**src/rtl/facr_pkg.sv**
```systemverilog
// Package: constants, types and controller encoding of the cache tag store.
`timescale 1ns / 1ps
package facr_pkg;

  localparam int LINE_BYTES    = 32;
  localparam int MAX_LINES     = 512;
  localparam int ADDRESS_BITS  = 26;

  localparam int BYTE_SEL_BITS = $clog2(LINE_BYTES);
  localparam int TAG_BITS      = ADDRESS_BITS - BYTE_SEL_BITS;
  localparam int LINE_IDX_BITS = $clog2(MAX_LINES);
  localparam int COUNT_BITS    = LINE_IDX_BITS + 1;
  localparam int CFG_BITS      = 10;
  localparam int LINES_RESET   = 512;

  // Tag memory rows: several tags per row, compared side by side.
  localparam int LANES         = 16;
  localparam int LANE_BITS     = $clog2(LANES);
  localparam int ROWS          = MAX_LINES / LANES;
  localparam int ROW_BITS      = $clog2(ROWS);
  localparam int ROW_CNT_BITS  = $clog2(ROWS + 1);

  localparam int WORD_BITS     = 32;
  localparam int DIV_CNT_BITS  = $clog2(WORD_BITS + 1);

  localparam int IN_DATA_BITS  = ((ADDRESS_BITS + 7) / 8) * 8;
  localparam int OUT_RAW_BITS  = LINE_IDX_BITS + WORD_BITS;
  localparam int OUT_DATA_BITS = ((OUT_RAW_BITS + 7) / 8) * 8;
  localparam int OUT_USER_BITS = 2;

  localparam logic [WORD_BITS-1:0] RNG_UPPER_RESET = 32'h0508_0902;
  localparam logic [WORD_BITS-1:0] RNG_LOWER_RESET = 32'hABAB_AB55;
  localparam logic [WORD_BITS-1:0] RNG_UPPER_MUL   = 32'd36969;
  localparam logic [WORD_BITS-1:0] RNG_LOWER_MUL   = 32'd18000;

  typedef enum logic [2:0] {
    ST_IDLE,
    ST_SCAN,
    ST_RNG,
    ST_DIV_LOAD,
    ST_DIV,
    ST_DONE
  } state_t;

  typedef struct packed {
    logic start;
    logic scan;
    logic take_hit;
    logic take_fill;
    logic rng_step;
    logic div_start;
    logic div_step;
    logic take_evict;
    logic out_load;
  } cmd_t;

  typedef struct packed {
    logic scan_hit;
    logic scan_end;
    logic full;
    logic div_done;
    logic out_free;
  } status_t;

endpackage

```
**src/rtl/facr_ctrl.sv**
```systemverilog
// Controller: sequences lookup, fill, random replacement and result hand-off.
`timescale 1ns / 1ps
module facr_ctrl (
  input  logic              clk,
  input  logic              rst,
  input  logic              in_valid,
  output logic              in_ready,
  input  facr_pkg::status_t status,
  output facr_pkg::cmd_t    cmd
);
  import facr_pkg::*;

  state_t state, state_next;

  always_ff @(posedge clk) begin
    if (rst) begin
      state <= ST_IDLE;
    end else begin
      state <= state_next;
    end
  end

  always_comb begin
    state_next = state;
    case (state)
      ST_IDLE: begin
        if (in_valid) state_next = ST_SCAN;
      end
      ST_SCAN: begin
        if (status.scan_hit) begin
          state_next = ST_DONE;
        end else if (status.scan_end) begin
          state_next = status.full ? ST_RNG : ST_DONE;
        end
      end
      ST_RNG:      state_next = ST_DIV_LOAD;
      ST_DIV_LOAD: state_next = ST_DIV;
      ST_DIV: begin
        if (status.div_done) state_next = ST_DONE;
      end
      ST_DONE: begin
        if (status.out_free) state_next = ST_IDLE;
      end
      default:     state_next = ST_IDLE;
    endcase
  end

  always_comb begin
    cmd      = '0;
    in_ready = 1'b0;
    case (state)
      ST_IDLE: begin
        in_ready  = 1'b1;
        cmd.start = in_valid;
      end
      ST_SCAN: begin
        cmd.scan      = 1'b1;
        cmd.take_hit  = status.scan_hit;
        cmd.take_fill = !status.scan_hit && status.scan_end && !status.full;
      end
      ST_RNG:      cmd.rng_step  = 1'b1;
      ST_DIV_LOAD: cmd.div_start = 1'b1;
      ST_DIV: begin
        cmd.div_step   = !status.div_done;
        cmd.take_evict = status.div_done;
      end
      ST_DONE:     cmd.out_load = status.out_free;
      default:     cmd = '0;
    endcase
  end

endmodule

```
**config.mk**
```make
export PLATFORM = sky130hd
export DESIGN_NAME = facr_ctrl
export DESIGN_NICKNAME = d
export VERILOG_FILES = /design/src/rtl/facr_pkg.sv /design/src/rtl/facr_ctrl.sv
export SDC_FILE = /design/constraint.sdc
export NUM_CORES = 1
export LEC_CHECK = 0
export BUFFER_PORTS_ARGS = -buffer_cell sky130_fd_sc_hd__buf_2
export CAP_MARGIN = 20
export CORE_AREA = 2 2 39 41
export CTS_BUF_LIST = sky130_fd_sc_hd__clkbuf_4 sky130_fd_sc_hd__clkbuf_8
export DETAILED_ROUTE_END_ITERATION = 8
export DIE_AREA = 0 0 41 43
export GPL_ROUTABILITY_DRIVEN = 0
export GPL_TIMING_DRIVEN = 0
export PLACE_DENSITY_LB_ADDON = 0.3
export SLEW_MARGIN = 20
export SYNTH_ARGS = -nofsm -noshare
export SYNTH_HDL_FRONTEND = slang
export SYNTH_SLANG_ARGS = --single-unit
```
**constraint.sdc**
```tcl
create_clock -name clk -period 1.94 [get_ports clk]
set_input_delay 0.097 -clock clk [delete_from_list [all_inputs] [get_ports clk]]
set_output_delay 0.097 -clock clk [all_outputs]
set_load 0.05 [all_outputs]
```
==> impl_metrics.yaml <==
outcome:
  outcome: "finished clean"
job:
  maxCapViolCount: 0
sta:
  final-setup-viol-count: 0
  timing_hold_violations_final: 0
  rsz0062_at_grt: "false"
  finalCriticalPeriod_ns: 1.46
  worst_tran_pin_value_ns: 0.252
  slew-limit-headroom_pct: 83.3
  final.setup_skew_ns: 0.00423
  timing.final.crit_share_pct: 75.1
  achievable-frequency_mhz: 686
  timing_max_transition_violations_final: 0
  total_negative_slack_ns: 0
route:
  drt-wirelength-per-cell_um: 9.32
  drt_pass1_iterations: 4
  drt-initial-drc-count: 8
  routed_wl_um: 718
  routed-via-count: 347
  vias_per_cell: 4.51
  detail-route-antenna-nets: 0
  route.detailed.drc: 0
logic_synthesis:
  mappedNetlistNets: 48
  netlist_top_cells_area: "sky130_fd_sc_hd__dfxtp_1, sky130_fd_sc_hd__nor3_1, sky130_fd_sc_hd__nor2_1, sky130_fd_sc_hd__a21oi_1, sky130_fd_sc_hd__o2111ai_2"
  synth_warn: 0
  yosys_most_used_dff: "sky130_fd_sc_hd__dfxtp_1"
  syn-mean-instance-area_sq_um: 6.60
  number_of_enable_type_register_cells_in_the_synthesized_netlist: 0
  synth_async_sr_flop_share_pct: 0
  ys_top_cells_by_count: "sky130_fd_sc_hd__nor2_1, sky130_fd_sc_hd__nor3_1, sky130_fd_sc_hd__a21oi_1"
  synthCells: 40
  synthDominantCellAreaShare_pct: 22.7
  ys_types: 19
  yosys.cell_count.top_type: "sky130_fd_sc_hd__nor2_1"
  synth.yosys.seq_area_share_pct: 22.7
  post_synth_instance_area_sq_um: 264
  ys_ff_latch: 3
  synth_largest_area_cell: "sky130_fd_sc_hd__dfxtp_1"
clocking:
  cts_max_path_buffers: 2
  htree_levels: 1
  post_cts_hold_buffer_count: 0
  cts_root_buf: "sky130_fd_sc_hd__clkbuf_4"
  clock-sinks: 3
  register_clock_pin_slew_on_the_reported_worst_setup_and_hold_paths_ns: 0.03
  clock_buffers_created_by_tritoncts: 3
  clkLatencyLatePin_ns: 0.23
  tritoncts: "done"
  post-cts-setup-buffers: 0
  gates_resized_cts_repair: 0
worst_setup_path:
  critical_path_peak_fanout: 10
  critPathArrivalTime_ns: 1.36
  timing_worst_setup_path_type: "reg -> out"
  timing.critical_path.required_ns: 1.84
  worst_setup_path_start_kind: "register"
  cp-end-kind: "output port"
hold_path:
  worst_min_delay_path_class: "in -> reg"
global_route:
  grt_first_pass_wirelength_mm: 1.26
  number_of_antenna_violations_at_the_first_check_in_global_routing: 0
  global_route.usage.total_pct: 10.6
  grt_start_max_net_pins: 11
  grt_pass1_vias: 298
  overflow: 0
pwr:
  swShare_pct: 46.8
  total_switching_power_uw: 199
  combinationalPowerShare_pct: 53.4
  intPower_uw: 226
  static_leak_nw: 0.210
  p_total_uw: 424
  power_frac_clock_pct: 29.0
  seq_power_share_pct: 17.6
  max_ir_drop_vdd_mv: 0.384
  power.density_cell_area_nw_per_um2: 1040
floorplanning:
  die_width_um: 41
  core_area_sq_um: 1380
  die_span_y_um: 43
  fp.dieArea_sq_um: 1760
  ioPinCount: 18
  fp-row-count: 14
  floorplan.initialDensity_pct: 19.1
finish:
  largest_register: "state"
  final_net_count: 70
  largest_register_ff_count: 3
  layout-drive-gt1-share_pct: 47.5
  reg_top3: "state x3"
  areaGrowthSynthToFinish_pct: 55.0
  ant_diodes: 0
placed_design:
  place.detailed.hpwl_um: 539
  port_buffers: 17
worst max-delay path: stages, from the launching register on:
cell and delay [ns]:
sky130_fd_sc_hd__dfxtp_1 0.31, sky130_fd_sc_hd__buf_6 0.14, sky130_fd_sc_hd__inv_1 0.11, sky130_fd_sc_hd__nor3_2 0.14, sky130_fd_sc_hd__and3_1 0.17, sky130_fd_sc_hd__buf_2 0.25
kinds of logic after synthesis:
| group | share of synthesized area (%) |
|---|---|
| AND/OR/NAND/NOR | 40.8 |
| AO/OA/AOI/OAI | 24.2 |
| buffers and inverters | 12.3 |
| flip-flops | 22.7 |
routing by layer:
layer,vias to the layer above,GRT usage [%],routed length (um)
li1,182,-,-
met1,155,16.0,347
met2,8,11.9,316
met3,2,3.14,43
met4,0,8.00,10
met5,-,0,0
area by class of cell:
| cell class | count | area, sq um |
|---|---|---|
| Clock buffer | 4 | 30.0 |
| Sequential cell | 3 | 60.1 |
| Fill cell | 163 | 975 |
| Buffer | 3 | 21.3 |
| Timing Repair Buffer | 17 | 85.1 |
| Inverter | 3 | 11.3 |
| Tap cell | 16 | 20.0 |
| Multi-Input combinational cell | 31 | 181 |
stage by stage:
step | hold slack, ns | setup slack, ns | util, % | instance area, sq um | cells
2_1_floorplan | 0.169 | 0.103 | - | 274 | 40
3_3_place_gp | 0.276 | 0.737 | 27.4 | 379 | 73
6_report | 0.0434 | 0.483 | 29.6 | 409 | 77
4_1_cts | 0.0285 | 0.466 | 29.6 | 409 | 77
3_5_place_dp | 0.277 | 0.736 | 27.4 | 379 | 73
5_1_grt | 0.0459 | 0.407 | 29.6 | 409 | 77
layout by cell type, fill, tap and decap left out, drive strengths merged:
master | Yosys | layout
dfxtp | 3 | 3
nor2 | 7 | 7
nand3 | 1 | 1
a311oi | 1 | 1
and2 | 1 | 1
and3 | 2 | 2
o21ai | 2 | 2
a21oi | 4 | 4
nand2 | 2 | 2
nor3b | 1 | 1
a31oi | 1 | 1
clkbuf | 0 | 4
buf | 3 | 20
nand2b | 2 | 2
o2111ai | 1 | 1
nor3 | 6 | 6
inv | 3 | 3
path summary, 6_finish.rpt:
check,from,end,slack [ns],depth (start not counted)
worst max-delay path,state[0],cmd[5],0.48,5
worst min-delay path,rst,state[0],0.04,2
worst max register to register,state[0],state[0],0.79,5
worst min register to register,state[2],state[0],0.61,3
power by group through the flow:
stage / clock (mW) / sequential (mW) / combinational [mW]
after floorplan: 0 / 0.0746 / 0.181
after global placement: 0 / 0.0755 / 0.226
after detailed placement: 0 / 0.0751 / 0.226
after CTS: 0.132 / 0.0748 / 0.227
after global routing: 0.135 / 0.0757 / 0.245
final: 0.123 / 0.0747 / 0.227
Power figures use the tool's default switching activity.
